<file path="src/hdl/ccs_pkg.sv">
// shared types, constants and widths of the cubic curve subdivider
package ccs_pkg;

  // fixed field widths
  localparam int unsigned CoordWidth  = 16;
  localparam int unsigned WeightWidth = 16;
  localparam int unsigned CfgWidth    = 64;
  localparam int unsigned CfgIdxWidth = 2;

  // shape of the computation
  localparam int unsigned Axes      = 3;
  localparam int unsigned Taps      = 4;
  localparam int unsigned Rows      = 4;
  localparam int unsigned Samples   = 4;
  localparam int unsigned HistDepth = 3;
  localparam int unsigned HeldWidth = 2;

  localparam int unsigned RowIdxWidth    = $clog2(Rows);
  localparam int unsigned SampleIdxWidth = $clog2(Samples);

  // samples are scaled by 4^3 so that t = k/4 stays integral
  localparam int unsigned SampleScaleLog2 = 6;

  // coefficient: weight x coord summed over four taps
  localparam int unsigned ProdWidth = CoordWidth + WeightWidth;
  localparam int unsigned CoefWidth = ProdWidth + 2;
  // sample sum: four terms each up to 64 x coefficient
  localparam int unsigned SumWidth  = CoefWidth + SampleScaleLog2 + 2;

  localparam int unsigned CoefFracBitsDefault = 12;
  localparam int unsigned QueueDepth          = 2;

  typedef logic signed [CoordWidth-1:0]  coord_t;
  typedef logic signed [WeightWidth-1:0] weight_t;
  typedef logic signed [ProdWidth-1:0]   prod_t;
  typedef logic signed [CoefWidth-1:0]   coef_t;
  typedef logic signed [SumWidth-1:0]    sum_t;

  typedef logic [CfgWidth-1:0]    cfg_data_t;
  typedef logic [CfgIdxWidth-1:0] cfg_idx_t;
  typedef logic [RowIdxWidth-1:0] row_idx_t;
  typedef logic [SampleIdxWidth-1:0] sample_idx_t;
  typedef logic [HeldWidth-1:0]   held_t;

  typedef struct packed {
    coord_t point_x;
    coord_t point_y;
    coord_t point_z;
  } point_t;

  typedef struct packed {
    coord_t sample_x;
    coord_t sample_y;
    coord_t sample_z;
    logic   last_sample;
  } sample_t;

  // index 0 is the oldest point of the window
  typedef point_t [Taps-1:0] window_t;

  // row 0 cubic, row 1 quadratic, row 2 linear, row 3 constant; axis 0 x, 1 y, 2 z
  typedef coef_t     [Axes-1:0] coef_row_t;
  typedef coef_row_t [Rows-1:0] coef_set_t;

endpackage

</file>
<file path="src/hdl/ccs_fifo.sv">
// short window queue between front end and back end
module ccs_fifo (
  input  logic              clk_i,
  input  logic              rst_ni,
  input  logic              push_valid_i,
  output logic              push_ready_o,
  input  ccs_pkg::window_t  push_data_i,
  output logic              pop_valid_o,
  input  logic              pop_ready_i,
  output ccs_pkg::window_t  pop_data_o
);

  localparam int unsigned PtrWidth = $clog2(ccs_pkg::QueueDepth);
  localparam int unsigned CntWidth = $clog2(ccs_pkg::QueueDepth + 1);

  ccs_pkg::window_t      mem_q [ccs_pkg::QueueDepth];
  logic [PtrWidth-1:0]   wr_ptr_q, wr_ptr_d;
  logic [PtrWidth-1:0]   rd_ptr_q, rd_ptr_d;
  logic [CntWidth-1:0]   cnt_q, cnt_d;
  logic                  push, pop;

  assign push_ready_o = (cnt_q != CntWidth'(ccs_pkg::QueueDepth));
  assign pop_valid_o  = (cnt_q != '0);
  assign push         = push_valid_i && push_ready_o;
  assign pop          = pop_valid_o && pop_ready_i;
  assign pop_data_o   = mem_q[rd_ptr_q];

  always_comb begin
    wr_ptr_d = wr_ptr_q;
    rd_ptr_d = rd_ptr_q;
    cnt_d    = cnt_q;
    if (push) begin
      wr_ptr_d = (wr_ptr_q == PtrWidth'(ccs_pkg::QueueDepth - 1)) ? '0
                 : wr_ptr_q + PtrWidth'(1);
    end
    if (pop) begin
      rd_ptr_d = (rd_ptr_q == PtrWidth'(ccs_pkg::QueueDepth - 1)) ? '0
                 : rd_ptr_q + PtrWidth'(1);
    end
    if (push && !pop) begin
      cnt_d = cnt_q + CntWidth'(1);
    end else if (pop && !push) begin
      cnt_d = cnt_q - CntWidth'(1);
    end
  end

  always_ff @(posedge clk_i or negedge rst_ni) begin
    if (!rst_ni) begin
      wr_ptr_q <= '0;
      rd_ptr_q <= '0;
      cnt_q    <= '0;
    end else begin
      wr_ptr_q <= wr_ptr_d;
      rd_ptr_q <= rd_ptr_d;
      cnt_q    <= cnt_d;
    end
  end

  always_ff @(posedge clk_i) begin
    if (push) begin
      mem_q[wr_ptr_q] <= push_data_i;
    end
  end

endmodule

</file>
<file path="config.mk">
export PLATFORM = sky130hd
export DESIGN_NAME = ccs_fifo
export DESIGN_NICKNAME = d
export VERILOG_FILES = /design/src/hdl/ccs_pkg.sv /design/src/hdl/ccs_fifo.sv
export SDC_FILE = /design/constraint.sdc
export NUM_CORES = 1
export LEC_CHECK = 0
export ABC_AREA = 1
export BUFFER_PORTS_ARGS = -buffer_cell sky130_fd_sc_hd__buf_4
export CORE_MARGIN = 2
export CORE_UTILIZATION = 45
export CTS_CLUSTER_DIAMETER = 30
export CTS_CLUSTER_SIZE = 12
export DETAILED_ROUTE_END_ITERATION = 16
export PLACE_DENSITY = 0.7
export SLEW_MARGIN = 0
export SYNTH_ARGS = -nofsm -noshare
export SYNTH_HDL_FRONTEND = slang
export SYNTH_SLANG_ARGS = --single-unit
</file>
<file path="constraint.sdc">
create_clock -name clk_i -period 11.7 [get_ports clk_i]
set_clock_uncertainty 0.05 [all_clocks]
set_input_delay 2.34 -clock clk_i [delete_from_list [all_inputs] [get_ports clk_i]]
set_output_delay 2.34 -clock clk_i [all_outputs]
set_load 0.005 [all_outputs]
</file>
# After elaboration in Yosys (flattened, before gate mapping)
# Memories as Yosys holds them, arrays and structs flattened.
# Index checks and enable logic that the tools add are counted.
[word_totals]
register_bits = 4
ramBits = 384
in_bits = 196
out_inout_bits = 194
wordCells = 23
n_memories = 1
[mem_list]
columns = ["name", "depth", "width", "rd", "rd_clocked_by_memory_dff", "write_ports", "line", "source"]
rows = [
  ["mem_q", 2, 192, 1, 0, 1, "ccs_fifo.sv:16", "ccs_pkg::window_t mem_q [ccs_pkg::QueueDepth];"],
]
[classes]
add_sub_neg = 4
n_eq_ne = 1
muxes = 6
reduce_logical = 8
[op_table]
columns = ["operator", "count"]
rows = [
  ["$logic_and 1x1->1", 4],
  ["$mux 1", 4],
  ["$mux 2", 2],
  ["$reduce_bool 2->1", 2],
  ["$add 1x1->1 const B", 2],
  ["$add 2x1->2 const B", 1],
  ["$logic_not 1->1", 2],
  ["$ne 2x2->1 const B", 1],
  ["$sub 2x1->2 const B", 1],
]

# Logic depth before layout (Yosys ltp)
[depth]
depth_word = 6
ltp_mapped = 10
depth_no_buf = 10

# Worst setup path after synthesis
# No wires, ideal clock.
[synth_timing]
kind = "input to register"
start = "in push_valid_i"
end = "mem mem_q[0][0] (netlist name) (enable)"
setup_time_ns = 0.747
arrival_time_ns = 10.409
required_time_ns = 10.903
setup_slack_ns = 0.494
stages = 2
path_cell_list = "nand2_1 > nor2_1"
[synth_via]
elab_chain_len = 3
[synth_rtl]
columns = ["element", "line", "source"]
rows = [
  ["start, declared", "ccs_fifo.sv:5", "input logic push_valid_i,"],
  ["$logic_and 1x1->1", "ccs_fifo.sv:24", "assign push = push_valid_i && push_ready_o;"],
  ["$mux 1", "ccs_fifo.sv:60", "if (push) begin"],
  ["$mux 1 (not written as such)", "ccs_fifo.sv:61", "mem_q[wr_ptr_q] <= push_data_i;"],
  ["end, declared", "ccs_fifo.sv:16", ""],
]
# Every way passes these cells.

==> results.py <==
metrics = {
    "route": {
        "vias": 9241,
        "route.detailed.drc": 0,
        "avgRoutedWirePerCell_um": 17.59,
        "detail_route.vias_per_cell": 4.798,
        "totalWireLength_um": 33870,
        "firstDrtPassIters": 6,
        "drtIter0Drc": 532,
        "ant_nets": 0,
    },
    "worst_setup_path": {
        "arrival_ps": 3200,
        "critical_path_class": "reg2out",
        "cp_max_fo": 114,
        "cp-start-kind": "flip-flop",
        "required_ps": 9310,
        "end_kind": "output pin",
    },
    "sta": {
        "rsz0062_at_grt": "false",
        "worstMarginPinSlew_ps": 1136,
        "setup_tns_ps": 0,
        "period_share_pct": 47.76,
        "setup_violations": 0,
        "max_freq_ghz": 0.1789,
        "fin_crit_ps": 5588,
        "slew_violations": 0,
        "maxSlewHeadroom_pct": 24.28,
        "hold_viol": 0,
        "whs_ps": 453.6,
    },
    "finish": {
        "final_common_cell": "nand2_1",
        "drive_gt1_share_pct": 34.32,
        "n_antenna_cell": 0,
        "final_cell_mix": "586 x nand2_1, 398 x buf_4, 384 x edfxtp_1",
        "area_delta_synth_final_pct": 39.70,
        "nNetsFinal": 1661,
    },
    "clock_tree": {
        "cts_made_buffers": 75,
        "cts_root_buffer": "clkbuf_16",
        "postCtsHoldBufs": 0,
        "cts_buffer_depth": 3,
        "post-cts-setup-buffers": 0,
        "clock_latency_ps": 550,
        "post_cts_resized": 0,
        "cts_tree": "built",
        "clkSlewWorstSetupHoldPaths_ps": 50,
        "clock-sinks": 388,
        "htree_levels": 3,
    },
    "global_routing": {
        "antenna_found_initial": 0,
        "grt_pass1_vias": 9575,
        "grt_pass1_wl_um": 50830,
        "grt_max_degree": 115,
        "grt_overflow": 0,
        "grt_use_total_pct": 20.03,
    },
    "min_path": {
        "hp-class": "reg2reg",
    },
    "floorplanning": {
        "rows": 65,
        "die_h_um": 182.2,
        "core_area_um2": 31390,
        "die_w_um": 182.2,
        "die_area_um2": 33190,
        "start_util_pct": 45.51,
        "ios": 390,
    },
    "run": {
        "max_cap_violations": 0,
    },
    "logic_synthesis": {
        "syn_avg_cell_area_um2": 13.84,
        "syn-instance-count": 1032,
        "ys_seq_elements": 388,
        "ys_seq_area_share_pct": 81.41,
        "ys_warn_count": 0,
        "synth_cell_types": 14,
        "yosysTopAreaCellShare_pct": 80.71,
        "syn_area_um2": 14290,
        "synth_nets": 1229,
        "synth_area_leaders": "edfxtp_1 81%, nand2_1 15%, buf_6 1.7%, dfrtp_1 0.70%, buf_4 0.58%",
        "yosysTopAreaCell": "edfxtp_1",
    },
    "pwr": {
        "power_density_nw_per_um2": 279.6,
        "max-vdd-ir-drop_uv": 167.2,
        "p_leak_nw": 8.512,
        "power_mw": 5.581,
    },
    "placed_design": {
        "gp_congestion": 0.7945,
        "portBuffers": 389,
        "dp_hpwl_um": 20940,
    },
    "run_status": {
        "status": "completed",
    },
}
[flip-flops by register name, summed over array words and instances (netlist names)]
signal,cells
rd_ptr_q,1
mem_q,384
wr_ptr_q,1
cnt_q,2
[worst paths after layout]
path | startpoint | end | slack [ps] | cells after the start
worst min register to register | cnt_q[0] | cnt_q[0] | 450 | 1
min in group asynchronous | rst_ni | rd_ptr_q | 1530 | 1
worst min-delay path | cnt_q[0] | cnt_q[0] | 450 | 1
max in group asynchronous | rst_ni | rd_ptr_q | 9950 | 1
worst max-delay path | rd_ptr_q | pop_data_o[109] | 6110 | 5
worst max register to register | cnt_q[0] | mem_q[1][89] | 8850 | 6
[layout make-up]
class,instances,area (µm²)
clock buffers,84,1953
well taps,402,503.0
multi-input cells,594,2268
clock inverters,53,580.6
repair buffers,398,2988
fillers,2253,11430
flip-flops and latches,388,11630
inverters,7,31.28
[cell families after synthesis]
family                     synth area share, %
xor gates and xnor gates                0.1226
DFF                                      81.41
and+or+nand+nor                          15.56
buffers and inverters                    2.820
adders and majority gates              0.08756
[critical path: stages, from the launching register on]
cell     delay (ps)
dfrtp_4         690
inv_6           660
buf_4           820
nand2_1         160
nand2_1         130
buf_4           120
[power by group]
group	internal, mW	switching, mW
combinational	0.623	0.860
clock	1.40	0.693
sequential	1.91	0.0935
total	3.94	1.65
[per-stage QoR]
step	util [%]	area, µm²	setup WS (ps)	std cells
floorplan	-	14290	493.6	1032
global placement	55.51	17430	6609	1789
detailed placement	55.51	17430	6587	1789
CTS	63.58	19960	5950	1926
global route	63.58	19960	5854	1926
finish	63.58	19960	6112	1926
[Yosys cell counts]
cell type,number
nor2_1,2
nand2_1,586
nand3_1,2
inv_4,1
buf_4,11
xor2_1,1
buf_6,21
buf_2,11
xnor2_1,1
edfxtp_1,384
ha_1,1
inv_1,6
dfrtp_1,4
nand4_1,1
[metal layers]
layer | vias to the layer above | routed length [µm] | track usage, %
li1 | 4378 | - | -
met1 | 4357 | 12530 | 22.61
met2 | 444 | 16590 | 33.54
met3 | 62 | 3908 | 8.461
met4 | 0 | 852 | 8.452
met5 | - | 0 | 0
Note: power is estimated with default switching activity, not from simulation.
