### config.mk
export PLATFORM = sky130hd
export DESIGN_NAME = ccs_eval
export DESIGN_NICKNAME = d
export VERILOG_FILES = /design/src/hdl/ccs_pkg.sv /design/src/hdl/ccs_eval.sv
export SDC_FILE = /design/constraint.sdc
export NUM_CORES = 2
export LEC_CHECK = 0
export BUFFER_PORTS_ARGS = -buffer_cell sky130_fd_sc_hd__clkbuf_2
export CORE_ASPECT_RATIO = 0.6
export CORE_MARGIN = 8
export CORE_UTILIZATION = 35
export CTS_BUF_LIST = sky130_fd_sc_hd__clkbuf_8
export CTS_CLUSTER_DIAMETER = 50
export CTS_CLUSTER_SIZE = 25
export DETAILED_ROUTE_END_ITERATION = 8
export MAX_ROUTING_LAYER = met4
export PLACE_DENSITY = 0.49
export SKIP_CTS_REPAIR_TIMING = 1
export SYNTH_ARGS = -nofsm -noshare
export SYNTH_HDL_FRONTEND = slang
export SYNTH_SLANG_ARGS = --single-unit
### constraint.sdc
create_clock -name clk_i -period 11.9 [get_ports clk_i]
set_clock_uncertainty 0.15 [all_clocks]
set_input_delay 0.595 -clock clk_i [delete_from_list [all_inputs] [get_ports clk_i]]
set_output_delay 0.595 -clock clk_i [all_outputs]
set_load 0.01 [all_outputs]
### src/hdl/ccs_pkg.sv
// shared types, constants and widths of the cubic curve subdivider
package ccs_pkg;

  // fixed field widths
  localparam int unsigned CoordWidth  = 16;
  localparam int unsigned WeightWidth = 16;
  localparam int unsigned CfgWidth    = 64;
  localparam int unsigned CfgIdxWidth = 2;

  // shape of the computation
  localparam int unsigned Axes      = 3;
  localparam int unsigned Taps      = 4;
  localparam int unsigned Rows      = 4;
  localparam int unsigned Samples   = 4;
  localparam int unsigned HistDepth = 3;
  localparam int unsigned HeldWidth = 2;

  localparam int unsigned RowIdxWidth    = $clog2(Rows);
  localparam int unsigned SampleIdxWidth = $clog2(Samples);

  // samples are scaled by 4^3 so that t = k/4 stays integral
  localparam int unsigned SampleScaleLog2 = 6;

  // coefficient: weight x coord summed over four taps
  localparam int unsigned ProdWidth = CoordWidth + WeightWidth;
  localparam int unsigned CoefWidth = ProdWidth + 2;
  // sample sum: four terms each up to 64 x coefficient
  localparam int unsigned SumWidth  = CoefWidth + SampleScaleLog2 + 2;

  localparam int unsigned CoefFracBitsDefault = 12;
  localparam int unsigned QueueDepth          = 2;

  typedef logic signed [CoordWidth-1:0]  coord_t;
  typedef logic signed [WeightWidth-1:0] weight_t;
  typedef logic signed [ProdWidth-1:0]   prod_t;
  typedef logic signed [CoefWidth-1:0]   coef_t;
  typedef logic signed [SumWidth-1:0]    sum_t;

  typedef logic [CfgWidth-1:0]    cfg_data_t;
  typedef logic [CfgIdxWidth-1:0] cfg_idx_t;
  typedef logic [RowIdxWidth-1:0] row_idx_t;
  typedef logic [SampleIdxWidth-1:0] sample_idx_t;
  typedef logic [HeldWidth-1:0]   held_t;

  typedef struct packed {
    coord_t point_x;
    coord_t point_y;
    coord_t point_z;
  } point_t;

  typedef struct packed {
    coord_t sample_x;
    coord_t sample_y;
    coord_t sample_z;
    logic   last_sample;
  } sample_t;

  // index 0 is the oldest point of the window
  typedef point_t [Taps-1:0] window_t;

  // row 0 cubic, row 1 quadratic, row 2 linear, row 3 constant; axis 0 x, 1 y, 2 z
  typedef coef_t     [Axes-1:0] coef_row_t;
  typedef coef_row_t [Rows-1:0] coef_set_t;

endpackage

### src/hdl/ccs_eval.sv
// sample evaluator: four samples per coefficient set into the output register
module ccs_eval #(
  parameter int unsigned COEF_FRAC_BITS = ccs_pkg::CoefFracBitsDefault
) (
  input  logic                clk_i,
  input  logic                rst_ni,
  input  logic                coef_valid_i,
  output logic                coef_ready_o,
  input  ccs_pkg::coef_set_t  coef_i,
  output logic                out_valid_o,
  input  logic                out_ready_i,
  output ccs_pkg::sample_t    out_data_o
);

  localparam int unsigned Shift = ccs_pkg::SampleScaleLog2 + COEF_FRAC_BITS;
  localparam ccs_pkg::sum_t RoundBias = ccs_pkg::sum_t'(2**Shift - 1);
  localparam ccs_pkg::sum_t SatHi = ccs_pkg::sum_t'(2**(ccs_pkg::CoordWidth-1) - 1);
  localparam ccs_pkg::sum_t SatLo = ccs_pkg::sum_t'(-(2**(ccs_pkg::CoordWidth-1)));
  localparam ccs_pkg::sample_idx_t LastK =
    ccs_pkg::SampleIdxWidth'(ccs_pkg::Samples - 1);

  // 64 * p(k/4) = a*k^3 + 4*b*k^2 + 16*c*k + 64*d, k = idx + 1
  function automatic ccs_pkg::sum_t sample_sum(ccs_pkg::coef_t a, ccs_pkg::coef_t b,
                                               ccs_pkg::coef_t c, ccs_pkg::coef_t d,
                                               ccs_pkg::sample_idx_t k);
    ccs_pkg::sum_t sa, sb, sc, sd, s;
    sa = ccs_pkg::sum_t'(a);
    sb = ccs_pkg::sum_t'(b);
    sc = ccs_pkg::sum_t'(c);
    sd = ccs_pkg::sum_t'(d);
    case (k)
      2'd0:    s = sa + (sb <<< 2) + (sc <<< 4) + (sd <<< 6);
      2'd1:    s = (sa <<< 3) + (sb <<< 4) + (sc <<< 5) + (sd <<< 6);
      2'd2:    s = sa * 27 + sb * 36 + sc * 48 + (sd <<< 6);
      default: s = (sa <<< 6) + (sb <<< 6) + (sc <<< 6) + (sd <<< 6);
    endcase
    return s;
  endfunction

  // divide by 2^Shift toward zero, then clamp to the coordinate range
  function automatic ccs_pkg::coord_t scale_sat(ccs_pkg::sum_t s);
    ccs_pkg::sum_t biased, q;
    ccs_pkg::coord_t r;
    biased = s[ccs_pkg::SumWidth-1] ? s + RoundBias : s;
    q      = biased >>> Shift;
    if (q > SatHi) begin
      r = SatHi[ccs_pkg::CoordWidth-1:0];
    end else if (q < SatLo) begin
      r = SatLo[ccs_pkg::CoordWidth-1:0];
    end else begin
      r = q[ccs_pkg::CoordWidth-1:0];
    end
    return r;
  endfunction

  ccs_pkg::coef_set_t   coef_q;
  logic                 ev_valid_q, ev_valid_d;
  ccs_pkg::sample_idx_t k_q, k_d;
  logic                 out_valid_q, out_valid_d;
  ccs_pkg::sample_t     out_q, out_d;
  logic                 issue, last_issue, load;

  assign issue        = ev_valid_q && (!out_valid_q || out_ready_i);
  assign last_issue   = issue && (k_q == LastK);
  assign coef_ready_o = !ev_valid_q || last_issue;
  assign load         = coef_valid_i && coef_ready_o;
  assign out_valid_o  = out_valid_q;
  assign out_data_o   = out_q;

  always_comb begin
    out_d.sample_x    = scale_sat(sample_sum(coef_q[0][0], coef_q[1][0],
                                             coef_q[2][0], coef_q[3][0], k_q));
    out_d.sample_y    = scale_sat(sample_sum(coef_q[0][1], coef_q[1][1],
                                             coef_q[2][1], coef_q[3][1], k_q));
    out_d.sample_z    = scale_sat(sample_sum(coef_q[0][2], coef_q[1][2],
                                             coef_q[2][2], coef_q[3][2], k_q));
    out_d.last_sample = (k_q == LastK);
  end

  always_comb begin
    ev_valid_d  = ev_valid_q;
    k_d         = k_q;
    out_valid_d = out_valid_q;
    if (load) begin
      ev_valid_d = 1'b1;
      k_d        = '0;
    end else if (last_issue) begin
      ev_valid_d = 1'b0;
    end else if (issue) begin
      k_d = k_q + ccs_pkg::SampleIdxWidth'(1);
    end
    if (issue) begin
      out_valid_d = 1'b1;
    end else if (out_ready_i) begin
      out_valid_d = 1'b0;
    end
  end

  always_ff @(posedge clk_i or negedge rst_ni) begin
    if (!rst_ni) begin
      ev_valid_q  <= 1'b0;
      k_q         <= '0;
      out_valid_q <= 1'b0;
    end else begin
      ev_valid_q  <= ev_valid_d;
      k_q         <= k_d;
      out_valid_q <= out_valid_d;
    end
  end

  always_ff @(posedge clk_i) begin
    if (load) begin
      coef_q <= coef_i;
    end
    if (issue) begin
      out_q <= out_d;
    end
  end

endmodule

== After elaboration in Yosys (flattened, before gate mapping) ==
Index checks and enable logic that the tools add are counted.

* Add/subtract/negate cells: 40
* Multipliers: 9
* Order comparisons: 6
* Equality and inequality tests: 4
* Multiplexer cells: 16
* Reduce and logical (&&, ||, !) cells: 12

{| class="wikitable"
|+ Operator list
! operator !! number
|-
| 42-bit one-hot mux with 3 select lines || 3
|-
| 42-bit by 40-bit adder with 42-bit output || 6
|-
| 40-bit by 40-bit adder with 41-bit output || 6
|-
| 37-bit by 38-bit adder with 39-bit output || 6
|-
| 40-bit by 41-bit adder with 42-bit output || 3
|-
| 41-bit by 40-bit adder with 42-bit output || 3
|-
| 42-bit by 19-bit adder with 42-bit output, second input constant || 3
|-
| 42-bit by 41-bit adder with 42-bit output || 3
|-
| 42-bit two-way mux || 3
|-
| 39-bit by 40-bit adder with 41-bit output || 3
|-
| 39-bit by 39-bit adder with 40-bit output || 3
|-
| 34-bit by 6-bit multiplier with 40-bit output, second input constant || 3
|-
| 34-bit by 5-bit multiplier with 39-bit output, second input constant || 3
|-
| 34-bit by 36-bit adder with 37-bit output || 3
|-
| 34-bit by 3-bit multiplier with 37-bit output, second input constant || 3
|-
| 24-bit by 16-bit greater-than comparator with 1-bit output, second input constant || 3
|-
| 24-bit by 16-bit < comparator with 1-bit output, second input constant || 3
|-
| 16-bit two-way mux || 3
|-
| 2-bit two-way mux || 3
|-
| 2-bit nonzero test || 3
|-
| 2-bit equality test, second input constant || 2
|-
| 1-bit two-way mux || 4
|-
| 1-bit logical AND || 3
|-
| 2-bit by 1-bit adder with 2-bit output, second input constant || 1
|-
| 6 further kinds || 8
|}

* Register bits after elaboration: 461
* Input bits: 412
* Output and inout port bits: 51
* Logic and storage cells: 106

== Logic depth before layout (Yosys ltp) ==
* Depth after elaboration: 9
* Mapped depth: 41
* Depth with buffers taken out: 39

== Worst setup path after synthesis ==
Ideal clock, no wire load.

* Path kind: reg-to-reg
* From: register k_q[0]
* To: register coef_q[0] (netlist name) (enable)
* Setup time: 0.828 ns
* Data arrival time: 12.253 ns
* Required time: 10.922 ns
* Setup slack: -1.331 ns
* Stages on the path, launching flop included: 15
* Path buffers: 10
* Period minus slack after synthesis: 13.231 ns
* Path through: dfrtp_1 -> ha_1 -> buf_2 -> buf_2 -> buf_2 -> buf_2 -> buf_2 -> buf_2 -> buf_1 -> buf_2 -> buf_2 -> clkbuf_1 -> nand2_1 -> nand2_1 -> and2_1

{| class="wikitable"
|+ RTL lines
! item !! line !! text
|-
| from (decl) || ccs_eval.sv:58 || <nowiki>ccs_pkg::sample_idx_t k_q, k_d;</nowiki>
|-
| from (signal assigned) || ccs_eval.sv:106 || <nowiki>k_q <= k_d;</nowiki>
|-
| to (signal assigned) || ccs_eval.sv:113 || <nowiki>coef_q <= coef_i;</nowiki>
|-
| to (decl) || ccs_eval.sv:56 || <nowiki>ccs_pkg::coef_set_t coef_q;</nowiki>
|}

== Worst setup path after layout ==
* From: register coef_q[103] (netlist name)
* To: register out_q (netlist bit out_data_o[39]), data pin

* Cells in the longest elaborated chain, start to end: 9
* Elaborated cells between the ends (all ways): 19
* Those cells by class: add/sub: 13; mul: 1; order compare: 2; mux: 3

{| class="wikitable"
|+ Ends and longest elaborated chain
! item !! line !! text
|-
| 34-bit by 5-bit multiplier with 39-bit output || ccs_eval.sv:34 || <nowiki>2'd2: s = sa * 27 + sb * 36 + sc * 48 + (sd <<< 6);</nowiki>
|-
| 40-bit by 41-bit adder with 42-bit output || ccs_eval.sv:34 ||
|-
| 42-bit by 41-bit adder with 42-bit output || ccs_eval.sv:34 ||
|-
| 42-bit by 40-bit adder with 42-bit output || ccs_eval.sv:34 ||
|-
| 42-bit one-hot mux with 3 select lines * || ccs_eval.sv:31 || <nowiki>case (k)</nowiki>
|-
| 42-bit by 19-bit adder with 42-bit output || ccs_eval.sv:44 || <nowiki>biased = s[ccs_pkg::SumWidth-1] ? s + RoundBias : s;</nowiki>
|-
| 42-bit two-way mux * || ccs_eval.sv:44 ||
|-
| 24-bit by 16-bit < comparator with 1-bit output || ccs_eval.sv:48 || <nowiki>end else if (q < SatLo) begin</nowiki>
|-
| 16-bit two-way mux || ccs_eval.sv:48 ||
|-
| to (signal assigned) || ccs_eval.sv:116 || <nowiki>out_q <= out_d;</nowiki>
|-
| to (decl) || ccs_eval.sv:60 || <nowiki>ccs_pkg::sample_t out_q, out_d;</nowiki>
|}

Every way passes the cells marked *; elsewhere a longest branch is shown, timed or not.
A chain may end at the register's enable or synchronous reset.

==> flow_metrics.env <==
export IMPL_outcome="finished, final reports clean"
export IMPL_synthTopCellsByArea="fa_1 28%, edfxtp_1 17%, ha_1 15%, inv_1 5.0%, a21oi_1 3.3%"
export IMPL_grt_pass1_vias=63600
export IMPL_met1_usage=0.391
export IMPL_syn2layout_area_growth_pct=14.1
export IMPL_worstHoldPathType="in2reg"
export IMPL_grtUsageTotal=0.237
export IMPL_top_usage_layer="met1"
export IMPL_crit_path_max_fanout=13
export IMPL_cts_root_buf="clkbuf_8"
export IMPL_cts_sinks=461
export IMPL_gp_congestion=0.954
export IMPL_slew_headroom=0.170
export IMPL_avgSynthCellArea_sq_um=10.0
export IMPL_fin_crit_ns=11.39
export IMPL_cts_tree="done"
export IMPL_post_dp_hpwl_microns=251000
export IMPL_synthArstFlopShare=0.00868
export IMPL_portBuffers=462
export IMPL_grt_max_degree=134
export IMPL_wl_per_cell_microns=24.7
export IMPL_cpMostUsedCell="fa_1"
export IMPL_use_met3=0.0552
export IMPL_clkTransAtPathRegs_ns=0.11
export IMPL_clock_fmax_ghz=0.0878
export IMPL_yosysTopAreaCellShare=0.282
export IMPL_vias=65600
export IMPL_fillers=22400
export IMPL_rows=136
export IMPL_overflow=0
export IMPL_core_sq_mm=0.229
export IMPL_use_met2=0.289
export IMPL_yosysWarnings=0
export IMPL_finalHoldViolations=0
export IMPL_critPathSlowestCell="a2111oi_1"
export IMPL_cts_max_path_buffers=3
export IMPL_drive_above_1_share=0.0859
export IMPL_vias_per_cell=5.49
export IMPL_fp_dieW_microns=635
export IMPL_wirelength_microns=295000
export IMPL_yosysMostFrequentCell="fa_1"
export IMPL_syn_cell_area_sq_mm=0.0805
export IMPL_first_iter_violations=6352
export IMPL_synth_edff_count=457
export IMPL_finalNetCount=11400
export IMPL_worst_pin_slew_ns=1.23
export IMPL_fin_tns_setup_ns=0
export IMPL_critPathLaunchType="flip-flop"
export IMPL_setup_violations_final=0
export IMPL_grt_pass1_wl_microns=430000
export IMPL_dieHeight_microns=388
export IMPL_initial_core_util=0.352
export IMPL_rsz0062_at_grt="no"
export IMPL_synth_distinct_cells=129
export IMPL_critPathKind="reg2reg"
export IMPL_ioPinCount=463
export IMPL_critPathArrivalTime_ns=11.80
export IMPL_endpoint_kind="flip-flop"
export IMPL_drv_slew=0
export IMPL_cts_buffers=55
export IMPL_synth_largest_area_cell="fa_1"
export IMPL_htreeDepth=2
export IMPL_insertion_delay_ns=0.89
export IMPL_yosysSeqAreaShare=0.172
export IMPL_drc_errors=0
export IMPL_dr_pass1_iters=7
export IMPL_synth_top_cells_by_count="1134 x fa_1, 1075 x inv_1, 988 x ha_1"
export IMPL_syn_inst=8026
export IMPL_grt_antenna_before_repair=14
export IMPL_maxCapViolations=0
export IMPL_dieArea_sq_mm=0.246
export IMPL_ys_ff_latch=461
export IMPL_place_area_sq_mm=0.0863
export IMPL_max_stage_delay_ns=0.65
export IMPL_syn_nets=10600
export IMPL_synth_ff_type="edfxtp_1"
export IMPL_drtAntennaViolNets=0
export IMPL_fin_area_sq_mm=0.0919
export IMPL_period_share=0.957
export IMPL_required_ns=12.31
[flip-flops by register name, summed over array words and instances (netlist names)]
signal,flops
out_data_o,49
k_q,2
coef_q,408
ev_valid_q,1
out_valid_o,1
[kinds of logic after synthesis]
kind of cell,after synthesis,synth area share
compound gates,2090,0.176
xor+xnor,479,0.0521
fa+ha+maj,2122,0.436
buf+inv,1223,0.0579
flops,461,0.172
mux,61,0.00780
simple gates,1590,0.0988
[layer usage]
metal / vias up / wire length [microns]
met5: - / 0
met4: 0 / 3270
met3: 170 / 26500
met2: 2368 / 107000
met1: 33000 / 157000
li1: 30100 / -
[placed cells by master, fill, tap and decap left out, types with 25 or more instances in the layout]
cell / count
a211oi_1: 74
ha_1: 984
nor4_1: 30
a21oi_1: 533
clkbuf_2: 462
buf_4: 33
nand3_1: 126
o21a_1: 88
o21bai_1: 73
o31ai_1: 51
o211ai_1: 52
a21boi_0: 26
nand2b_1: 112
and3_1: 72
xor2_1: 213
xnor2_1: 266
and2_1: 39
o22ai_1: 30
nor2b_1: 56
a31oi_1: 69
a221oi_1: 32
a211o_1: 27
o21ai_1: 80
a21o_1: 271
or3_1: 42
dlygate4sd3_1: 412
a22oi_1: 25
clkbuf_8: 56
or2_2: 26
nand2_1: 403
nor3_1: 129
nand4_1: 74
o21ai_0: 303
mux2i_1: 47
inv_1: 1074
fa_1: 1134
edfxtp_1: 457
nor2_1: 375
[stage by stage]
| step | hold slack [ns] | util | setup WS (ns) | cells |
|---|---|---|---|---|
| final | 0.245 | 0.401 | 0.510 | 11900 |
| after global routing | 0.145 | 0.401 | 0.0611 | 11900 |
| after CTS | -0.794 | 0.383 | 0.325 | 11500 |
| after detailed placement | 0.265 | 0.377 | 0.427 | 11400 |
| after global placement | 0.266 | 0.377 | 0.465 | 11400 |
| after floorplan | 0.149 | - | 2.63 | 8026 |
[worst max-delay path: cells and delay by family, from the launching register on]
| kind | cells | cell delay [ns] |
|---|---|---|
| AOI/OAI and AO/OA | 15 | 4.58 |
| adders and majority gates | 8 | 3.42 |
| buffers and inverters | 3 | 0.15 |
| DFF | 1 | 0.54 |
| muxes | 1 | 0.11 |
| and+or+nand+nor | 8 | 2.10 |
[final timing paths]
check | depth (start not counted) | startpoint | end | slack [ns]
min in group asynchronous | 3 | rst_ni | out_valid_o | 0.46
worst max register to register | 35 | coef_q[103] | out_data_o[39] | 0.51
max in group asynchronous | 3 | rst_ni | k_q[1] | 10.95
worst min-delay path | 2 | coef_i[182] | coef_q[182] | 0.25
worst max-delay path | 35 | coef_q[103] | out_data_o[39] | 0.51
worst min register to register | 1 | ev_valid_q | out_valid_o | 0.37
[layout make-up]
class / count / area, sq um / area share
repair buffers: 908 / 6700 / 0.0730
diodes: 16 / 40.0 / 0.000436
multi-input cells: 6342 / 62100 / 0.676
clock buffers: 56 / 771 / 0.00839
clock inverters: 47 / 601 / 0.00654
well taps: 3036 / 3800 / 0.0413
inverters: 1079 / 4050 / 0.0441
flip-flops and latches: 461 / 13800 / 0.150
Power is left out: the tool's default activity adds up to more than one toggle a clock period on the data nets, which glitch-free logic cannot reach.
