$ cat src/hdl/ccs_pkg.sv
// shared types, constants and widths of the cubic curve subdivider
package ccs_pkg;

  // fixed field widths
  localparam int unsigned CoordWidth  = 16;
  localparam int unsigned WeightWidth = 16;
  localparam int unsigned CfgWidth    = 64;
  localparam int unsigned CfgIdxWidth = 2;

  // shape of the computation
  localparam int unsigned Axes      = 3;
  localparam int unsigned Taps      = 4;
  localparam int unsigned Rows      = 4;
  localparam int unsigned Samples   = 4;
  localparam int unsigned HistDepth = 3;
  localparam int unsigned HeldWidth = 2;

  localparam int unsigned RowIdxWidth    = $clog2(Rows);
  localparam int unsigned SampleIdxWidth = $clog2(Samples);

  // samples are scaled by 4^3 so that t = k/4 stays integral
  localparam int unsigned SampleScaleLog2 = 6;

  // coefficient: weight x coord summed over four taps
  localparam int unsigned ProdWidth = CoordWidth + WeightWidth;
  localparam int unsigned CoefWidth = ProdWidth + 2;
  // sample sum: four terms each up to 64 x coefficient
  localparam int unsigned SumWidth  = CoefWidth + SampleScaleLog2 + 2;

  localparam int unsigned CoefFracBitsDefault = 12;
  localparam int unsigned QueueDepth          = 2;

  typedef logic signed [CoordWidth-1:0]  coord_t;
  typedef logic signed [WeightWidth-1:0] weight_t;
  typedef logic signed [ProdWidth-1:0]   prod_t;
  typedef logic signed [CoefWidth-1:0]   coef_t;
  typedef logic signed [SumWidth-1:0]    sum_t;

  typedef logic [CfgWidth-1:0]    cfg_data_t;
  typedef logic [CfgIdxWidth-1:0] cfg_idx_t;
  typedef logic [RowIdxWidth-1:0] row_idx_t;
  typedef logic [SampleIdxWidth-1:0] sample_idx_t;
  typedef logic [HeldWidth-1:0]   held_t;

  typedef struct packed {
    coord_t point_x;
    coord_t point_y;
    coord_t point_z;
  } point_t;

  typedef struct packed {
    coord_t sample_x;
    coord_t sample_y;
    coord_t sample_z;
    logic   last_sample;
  } sample_t;

  // index 0 is the oldest point of the window
  typedef point_t [Taps-1:0] window_t;

  // row 0 cubic, row 1 quadratic, row 2 linear, row 3 constant; axis 0 x, 1 y, 2 z
  typedef coef_t     [Axes-1:0] coef_row_t;
  typedef coef_row_t [Rows-1:0] coef_set_t;

endpackage

$ cat src/hdl/ccs_front.sv
// front end: point history, fill tracking and window issue into the queue
module ccs_front (
  input  logic              clk_i,
  input  logic              rst_ni,
  input  logic              in_valid_i,
  output logic              in_ready_o,
  input  ccs_pkg::point_t   in_data_i,
  output logic              push_valid_o,
  input  logic              push_ready_i,
  output ccs_pkg::window_t  push_data_o
);

  ccs_pkg::held_t  held_q, held_d;
  ccs_pkg::point_t hist_q [ccs_pkg::HistDepth];
  logic            full;
  logic            accept;

  assign full         = (held_q == ccs_pkg::HeldWidth'(ccs_pkg::HistDepth));
  assign in_ready_o   = !full || push_ready_i;
  assign accept       = in_valid_i && in_ready_o;
  assign push_valid_o = in_valid_i && full;

  always_comb begin
    for (int j = 0; j < ccs_pkg::HistDepth; j++) begin
      push_data_o[j] = hist_q[j];
    end
    push_data_o[ccs_pkg::Taps-1] = in_data_i;
  end

  always_comb begin
    held_d = held_q;
    if (accept && !full) begin
      held_d = held_q + ccs_pkg::HeldWidth'(1);
    end
  end

  always_ff @(posedge clk_i or negedge rst_ni) begin
    if (!rst_ni) begin
      held_q <= '0;
    end else begin
      held_q <= held_d;
    end
  end

  // history: append while filling, slide once full
  always_ff @(posedge clk_i) begin
    if (accept) begin
      if (!full) begin
        hist_q[held_q] <= in_data_i;
      end else begin
        for (int j = 0; j < ccs_pkg::HistDepth - 1; j++) begin
          hist_q[j] <= hist_q[j+1];
        end
        hist_q[ccs_pkg::HistDepth-1] <= in_data_i;
      end
    end
  end

endmodule

$ cat config.mk
export PLATFORM = sky130hd
export DESIGN_NAME = ccs_front
export DESIGN_NICKNAME = d
export VERILOG_FILES = /design/src/hdl/ccs_pkg.sv /design/src/hdl/ccs_front.sv
export SDC_FILE = /design/constraint.sdc
export NUM_CORES = 1
export LEC_CHECK = 0
export CAP_MARGIN = 20
export CORE_ASPECT_RATIO = 0.6
export CORE_MARGIN = 2
export CORE_UTILIZATION = 45
export DETAILED_ROUTE_END_ITERATION = 10
export DONT_BUFFER_PORTS = 1
export PLACE_DENSITY = 0.62
export SLEW_MARGIN = 20
export SYNTH_ARGS = -nofsm -noshare
export SYNTH_HDL_FRONTEND = slang
export SYNTH_SLANG_ARGS = --single-unit
$ cat constraint.sdc
create_clock -name clk_i -period 4.95 [get_ports clk_i]
set_input_delay 1.2375 -clock clk_i [delete_from_list [all_inputs] [get_ports clk_i]]
set_output_delay 1.2375 -clock clk_i [all_outputs]
set_load 0.005 [all_outputs]
=== After elaboration in Yosys (flattened, before gate mapping) ===
Memory sizes are Yosys's and may differ from the RTL's.
Cells that the tools add are included.
Widths: inputs -> output; s select.

* Word-level logic and storage cells: 19
* Bits in writable memories: 144
* Bits of input ports: 52
* Memories kept: 1
* Output and inout port bits: 194
* Bits in registers: 2

{| class="wikitable"
|+ Memory list
! memory !! depth !! bits a word !! read ports !! clocked after Yosys merged registers in !! wr ports !! line !! text
|-
| hist_q || 3 || 48 || 3 || 0 || 3 || ccs_front.sv:14 || <nowiki>ccs_pkg::point_t hist_q [ccs_pkg::HistDepth];</nowiki>
|}

* Eq/ne operators: 1
* Add/sub/neg operators: 1
* Reduce and logical (&&, ||, !) cells: 6
* Mux-type cells: 9

{| class="wikitable"
|+ Operators with widths
! kind !! count
|-
| $mux 48 || 1
|-
| $reduce_or 48->1 || 1
|-
| $mux 1 || 7
|-
| $logic_and 1x1->1 || 3
|-
| $add 2x1->2 const B || 1
|-
| $eq 2x2->1 const B || 1
|-
| $mux 2 || 1
|-
| $logic_not 1->1 || 1
|-
| $logic_or 1x1->1 || 1
|}

=== Logic depth before layout (Yosys ltp) ===
Gate-level depths: netlist of run 1.

* Depth in word-level cells: 8
* Depth in mapped cells: 5
* Gate-level depth less buffers: 4

=== Worst setup path after synthesis of run 1 ===
Ideal clock, no wire load.

* Path kind: in2reg
* From: input port push_ready_i
* To: memory hist_q[0][0] (netlist bit) (enable)
* Required time: 4.422 ns
* Path buffers: 0
* Stages on the path: 2
* Setup slack: -0.365 ns
* Data arrival time: 4.787 ns
* Setup time: 0.528 ns
* Path through: nand2_1 > a21boi_0

{| class="wikitable"
|+ RTL lines
! what !! line !! text
|-
| start: declaration || ccs_front.sv:9 || <nowiki>input logic push_ready_i,</nowiki>
|-
| end: declaration || ccs_front.sv:14 ||
|}

=== Worst setup path in the final report of run 1 ===
* From: input port in_valid_i
* To: output port push_valid_o

* Word-level cells in the longest chain between the ends: 1

{| class="wikitable"
|+ Ends and longest elaborated chain
! what !! line !! text
|-
| start: declaration || ccs_front.sv:5 || <nowiki>input logic in_valid_i,</nowiki>
|-
| $logic_and 1x1->1 || ccs_front.sv:21 || <nowiki>assign push_valid_o = in_valid_i && full;</nowiki>
|-
| end: declaration || ccs_front.sv:8 || <nowiki>output logic push_valid_o,</nowiki>
|}

Every way passes these cells.

==> results of run 1 <==
metrics by stage:
step	util	power (uW)
2_1_floorplan	-	2264
3_3_place_gp	0.4570	2409
3_5_place_dp	0.4570	2427
4_1_cts	0.4999	3651
5_1_grt	0.4999	3768
6_report	0.4999	3599
sequential cells by signal, indices dropped and copies added (netlist names):
name,cells
held_q,2
hist_q,144
area by class of cell:
type,count,area share
clock buffers,18,0.06618
clock inverters,14,0.01968
inverters,2,0.001158
multi-input cells,113,0.1953
flip-flops and latches,146,0.6745
well taps,170,0.03280
repair buffers,4,0.01042
placed cells by master, fill, tap and decap left out:
cell type   synthesis  routed
edfxtp_1          144     144
mux2_2             57      57
mux2_1             40      40
clkbuf_16           0      17
inv_6               0       6
nand2b_1            5       5
clkinvlp_4          0       5
ha_1                4       4
a21boi_4            0       3
buf_12              0       3
inv_1               2       2
clkinv_1            0       2
dfrtp_1             2       2
nand3_4             0       1
nand2_1             1       1
and2_1              1       1
xnor2_1             1       1
bufinv_16           0       1
clkbuf_1            0       1
buf_4              49       1
power by group:
part | leakage [uW] | switching, uW | internal (uW)
sequential | 0.00135 | 185 | 1740
clock | 0.000256 | 514 | 697
combinational | 0.000523 | 296 | 167
total | 0.00213 | 995 | 2600
metal layers:
| metal | GRT usage | part of all wire | vias to the layer above |
|---|---|---|---|
| li1 | - | - | 1094 |
| met1 | 0.2108 | 0.42 | 1296 |
| met2 | 0.2363 | 0.44 | 170 |
| met3 | 0.09317 | 0.12 | 15 |
| met4 | 0.05581 | 0.010 | 0 |
| met5 | 0 | 0 | - |
cell families (layout without fill, tap and decap cells):
family,Yosys count,after routing,share of synthesized area
flip-flops,146,146,0.7237
multiplexers,97,97,0.1807
buffers and inverters,60,38,0.07369
AND/OR/NAND/NOR,8,8,0.008487
adder cells (fa/ha/maj),4,4,0.008280
AO/OA/AOI/OAI,3,3,0.003726
XOR/XNOR,1,1,0.001449
worst paths after layout:
path | start | to | cells past startpoint
setup / recovery | in_valid_i | push_valid_o | 1
hold / removal | rst_ni | held_q[1]$_DFFE_PN0P_ | 0
setup reg to reg | held_q[0]$_DFFE_PN0P_ | hist_q[0][18]$_DFFE_PP_ | 4
hold reg to reg | held_q[0]$_DFFE_PN0P_ | held_q[0]$_DFFE_PN0P_ | 1
max in group asynchronous | rst_ni | held_q[0]$_DFFE_PN0P_ | 0
min in group clk_i | held_q[0]$_DFFE_PN0P_ | held_q[0]$_DFFE_PN0P_ | 1
==> flow_metrics.env, run 1 <==
export IMPL_fin_area_mm2=0.006485
export IMPL_dieArea_mm2=0.01441
export IMPL_maxCapViolCount=0
export IMPL_arrival_ns=1.39
export IMPL_ys_ff_latch=146
export IMPL_multi_input_area_mm2=0.001266
export IMPL_die_width_um=153.6
export IMPL_cts_resized=0
export IMPL_finalSetupTns_ns=0
export IMPL_cellLeakagePower_uw=0.002129
export IMPL_cts_setup_buffers=0
export IMPL_routed_wl_um=11780
export IMPL_setup_viol=0
export IMPL_post_route_cells_drive_above_1_share=0.3165
export IMPL_dr_pass1_iters=4
export IMPL_gp_congestion=0.7403
export IMPL_crit_chain="and2_1"
export IMPL_port_buffer_count=0
export IMPL_ys_seq_area_frac=0.7237
export IMPL_antenna_found_initial=0
export IMPL_dp_slack_ns=2.015
export IMPL_path_class="input pin to output port"
export IMPL_drtIter0Drc=87
export IMPL_fmax_ghz=0.3810
export IMPL_synth_distinct_cells=15
export IMPL_core_area_mm2=0.01297
export IMPL_tightestPinTransition_ns=0.9750
export IMPL_syn_num_nets=375
export IMPL_wl_per_cell_um=25.22
export IMPL_regArea_mm2=0.004374
export IMPL_worstSkewPairLatency_ns=0.41
export IMPL_worstSetupStartpointType="input pin"
export IMPL_avgSynthCellArea_um2=18.95
export IMPL_slowest_delay_ns=0.15
export IMPL_clock_skew_ns=0.009896
export IMPL_synth_commonest_cells="edfxtp_1 (144), mux2_2 (57), buf_4 (49), mux2_1 (40)"
export IMPL_place_inst=435
export IMPL_ir_drop_uv=506.7
export IMPL_yosys_warnings=0
export IMPL_slew_viol_final=0
export IMPL_vias_per_cell=5.514
export IMPL_diodes=0
export IMPL_finalCritPeriodShare=0.5302
export IMPL_finalCriticalPeriod_ns=2.624
export IMPL_grt_max_degree=50
export IMPL_status="finished clean"
export IMPL_synth_top_area_cell="edfxtp_1"
export IMPL_power_density_mw_per_mm2=555.0
export IMPL_area_delta_synth_final_pct=7.286
export IMPL_path_max_fanout=6
export IMPL_synthArstFlopShare=0.01370
export IMPL_hpwlAfterDp_um=7556
export IMPL_ff2ff_setup_slack_ns=2.44
export IMPL_initial_utilization=0.4660
export IMPL_fillers=1074
export IMPL_htree_levels=4
export IMPL_netlist_top_cells_area="edfxtp_1 (72%), mux2_2 (11%), mux2_1 (7.5%)"
export IMPL_hold_viol=0
export IMPL_ant_nets=0
export IMPL_grt_pass1_vias=2763
export IMPL_synth_cell_area_mm2=0.006045
export IMPL_critPathBufInv=0
export IMPL_critPathCaptureType="output port"
export IMPL_synth_cells=319
export IMPL_synth_top_cell_area_share=0.7154
export IMPL_synth_flop_cell="edfxtp_1"
export IMPL_ctsHoldBuffers=0
export IMPL_synth_most_common_cell="edfxtp_1"
export IMPL_grtUsageTotal=0.1648
export IMPL_maxSlewHeadroom=0.3484
export IMPL_post_route_drc_count=0
export IMPL_cts_buffers=17
export IMPL_setup_ws_ns=2.326
export IMPL_cts_max_path_buffers=2
export IMPL_grt_pass1_wl_um=17520
export IMPL_clk_pin_slew_ns=0.06
export IMPL_root_buffer="clkbuf_16"
export IMPL_hold_ws_ns=0.5222
export IMPL_crit_family="simple AND/OR/NAND/NOR gates"
export IMPL_dr_total_vias=2575
export IMPL_die_height_um=93.78
export IMPL_rsz0062_at_grt="false"
export IMPL_cts_tree="yes"
export IMPL_hold_class="input pin to asynchronous set/reset pin"
export IMPL_critical_path_required_ns=3.71
export IMPL_num_rows=32
export IMPL_crit_slowest_cell="and2_1"
export IMPL_num_nets_final=340
export IMPL_synth_edff_count=144
export IMPL_final_cells=467
export IMPL_overflow=0
export IMPL_place_area_mm2=0.005928
export IMPL_ioPinCount=246
export IMPL_cts_sinks=146
(Power assumes the default switching activity.)
==> run 2, diff against run 1 <==
--- a/config.mk
+++ b/config.mk
@@ -11,7 +11,7 @@
 export CORE_UTILIZATION = 45
 export DETAILED_ROUTE_END_ITERATION = 10
 export DONT_BUFFER_PORTS = 1
-export PLACE_DENSITY = 0.62
+export PLACE_DENSITY = 0.6
 export SLEW_MARGIN = 20
 export SYNTH_ARGS = -nofsm -noshare
 export SYNTH_HDL_FRONTEND = slang
==> constraint.sdc (replaced) <==
create_clock -name clk_i -period 2.71 [get_ports clk_i]
set_input_delay 0.6775 -clock clk_i [delete_from_list [all_inputs] [get_ports clk_i]]
set_output_delay 0.6775 -clock clk_i [all_outputs]
set_load 0.005 [all_outputs]
==> run 2 against run 1 <==
Clock power is 83% higher. Largest power group unchanged. Cell count is 0.64% higher. Power is 82% higher. Combinational power is 81% higher. Utilization is 0.13 points higher. Register-to-register slack worse by 1.7 ns. Non-clock buffer count is 3 higher. Clock skew hardly changed. First-iteration DRC count is 82% higher. Highest routed layer unchanged. Setup slack worse by 1.7 ns. Sequential power is 82% higher.
==> flow_metrics.env, run 2 (synthesis results as in run 1) <==
export IMPL_cts_max_path_buffers=2
export IMPL_top_regs="hist_q: 144 flops, held_q: 2 flops"
export IMPL_die_width_um=153.6
export IMPL_num_nets_final=343
export IMPL_grt_pass1_vias=2729
export IMPL_slew_viol_final=0
export IMPL_timing_rr_end="hist_q[0][45]$_DFFE_PP_"
export IMPL_worstSetupStartpointType="register"
export IMPL_power_density_mw_per_mm2=1007
export IMPL_num_rows=32
export IMPL_htree_levels=4
export IMPL_ff2ff_setup_slack_ns=0.72
export IMPL_rsz0062_at_grt="false"
export IMPL_dp_slack_ns=0.7482
export IMPL_internal_power_uw=4747
export IMPL_wl_per_cell_um=24.47
export IMPL_initial_utilization=0.4660
export IMPL_status="finished clean"
export IMPL_r2r_start="held_q[0]$_DFFE_PN0P_"
export IMPL_regMostFlops="hist_q"
export IMPL_startpoint="held_q[0]$_DFFE_PN0P_"
export IMPL_hold_ws_ns=0.3582
export IMPL_hold_class="input pin to register"
export IMPL_crit_slowest_cell="dfrtp_1"
export IMPL_maxSlewHeadroom=0.6364
export IMPL_grtUsageTotal=0.1594
export IMPL_p_sw_frac=0.2747
export IMPL_dieArea_mm2=0.01441
export IMPL_diodes=0
export IMPL_cts_buffers=17
export IMPL_drtIter0Drc=158
export IMPL_grt_pass1_wl_um=17080
export IMPL_path_class="register to output port"
export IMPL_crit_family="flip-flops"
export IMPL_setup_viol=0
export IMPL_cts_setup_buffers=0
export IMPL_layout_common_cells="edfxtp_1 (144), mux2_2 (57), mux2_1 (40)"
export IMPL_netSwitchingPower_uw=1798
export IMPL_critical_path_required_ns=2.03
export IMPL_post_route_drc_count=0
export IMPL_ant_nets=0
export IMPL_fillers=1064
export IMPL_critPathCaptureType="output port"
export IMPL_tightestPinTransition_ns=0.5455
export IMPL_root_buffer="clkbuf_16"
export IMPL_grt_max_degree=97
export IMPL_cellLeakagePower_uw=0.002150
export IMPL_dr_pass1_iters=4
export IMPL_crit_chain="ha_1 -> and2_1"
export IMPL_cts_tree="yes"
export IMPL_routed_wl_um=11500
export IMPL_slowest_delay_ns=0.40
export IMPL_clock_skew_ns=0.009932
export IMPL_antenna_found_initial=0
export IMPL_worstSkewPairLatency_ns=0.41
export IMPL_pwr_share_seq=0.535
export IMPL_finalSetupTns_ns=0
export IMPL_hpwlAfterDp_um=7354
export IMPL_post_route_cells_drive_above_1_share=0.3233
export IMPL_layout_commonest_cell="edfxtp_1"
export IMPL_dr_total_vias=2618
export IMPL_port_buffer_count=0
export IMPL_cp_endpoint="push_valid_o"
export IMPL_ir_drop_uv=498.6
export IMPL_rr_worst_depth=4
export IMPL_overflow=0
export IMPL_area_delta_synth_final_pct=7.555
export IMPL_cts_sinks=146
export IMPL_finalCriticalPeriod_ns=2.040
export IMPL_path_max_fanout=8
export IMPL_die_height_um=93.78
export IMPL_fmax_ghz=0.4903
export IMPL_cp_num_cells=2
export IMPL_vias_per_cell=5.570
export IMPL_critPathBufInv=0
export IMPL_ioPinCount=246
export IMPL_clk_pin_slew_ns=0.07
export IMPL_finalCritPeriodShare=0.7527
export IMPL_gp_congestion=0.6887
export IMPL_combPwrFrac=0.128
export IMPL_largest_reg_flops=144
export IMPL_core_area_mm2=0.01297
export IMPL_hold_viol=0
export IMPL_arrival_ns=1.36
export IMPL_maxCapViolCount=0
export IMPL_setup_ws_ns=0.6702
export IMPL_p_clk_frac=0.337
==> run 2: through the flow <==
| step | util | area (um2) | total power (uW) | cells |
|---|---|---|---|---|
| 3_5_place_dp | 0.4572 | 5931 | 4415 | 437 |
| 3_3_place_gp | 0.4572 | 5931 | 4382 | 437 |
| 6_report | 0.5012 | 6501 | 6545 | 470 |
| 5_1_grt | 0.5012 | 6501 | 6842 | 470 |
| 4_1_cts | 0.5012 | 6501 | 6644 | 470 |
| 2_1_floorplan | - | 6056 | 4087 | 319 |
==> run 2: worst min-delay path by stage <==
stage | start | to | slack [ns] | cells past startpoint
after floorplan | rst_ni | held_q[0]$_DFFE_PN0P_ | 0.38 | 0
after global placement | rst_ni | held_q[1]$_DFFE_PN0P_ | 0.38 | 0
after detailed placement | rst_ni | held_q[1]$_DFFE_PN0P_ | 0.38 | 0
after CTS | in_data_i[32] | hist_q[2][32]$_DFFE_PP_ | 0.34 | 0
after global routing | in_data_i[27] | hist_q[2][27]$_DFFE_PP_ | 0.33 | 0
final | in_data_i[31] | hist_q[2][31]$_DFFE_PP_ | 0.36 | 0
==> run 2: layer usage <==
| metal | global-route usage | up-vias | share of wire |
|---|---|---|---|
| met3 | 0.09133 | 8 | 0.11 |
| li1 | - | 1103 | - |
| met4 | 0.04358 | 0 | 0.0077 |
| met2 | 0.2393 | 161 | 0.46 |
| met1 | 0.1982 | 1346 | 0.41 |
| met5 | 0 | - | 0 |
==> run 2: area by class of cell <==
class                   instances  area (um2)  share of cell area
flip-flops and latches        146        4374              0.6728
multi-input cells             113        1266              0.1948
clock buffers                  18       429.2             0.06601
well taps                     170       212.7             0.03272
clock inverters                14       131.4             0.02021
repair buffers                  7       80.08             0.01232
inverters                       2       7.507            0.001155
==> run 2: repair_timing <==
item                      in CTS  in global routing
hold buffers                   1                  0
hold endpoints to repair       2                  0
resized for setup              0                  0
==> run 2: power by group through the flow <==
stage	sequential, uW	combinational [uW]	clock [uW]
finish	3500	840	2210
floorplan	3440	643	0
detailed placement	3560	856	0
global placement	3550	829	0
global route	3560	930	2360
CTS	3520	865	2260
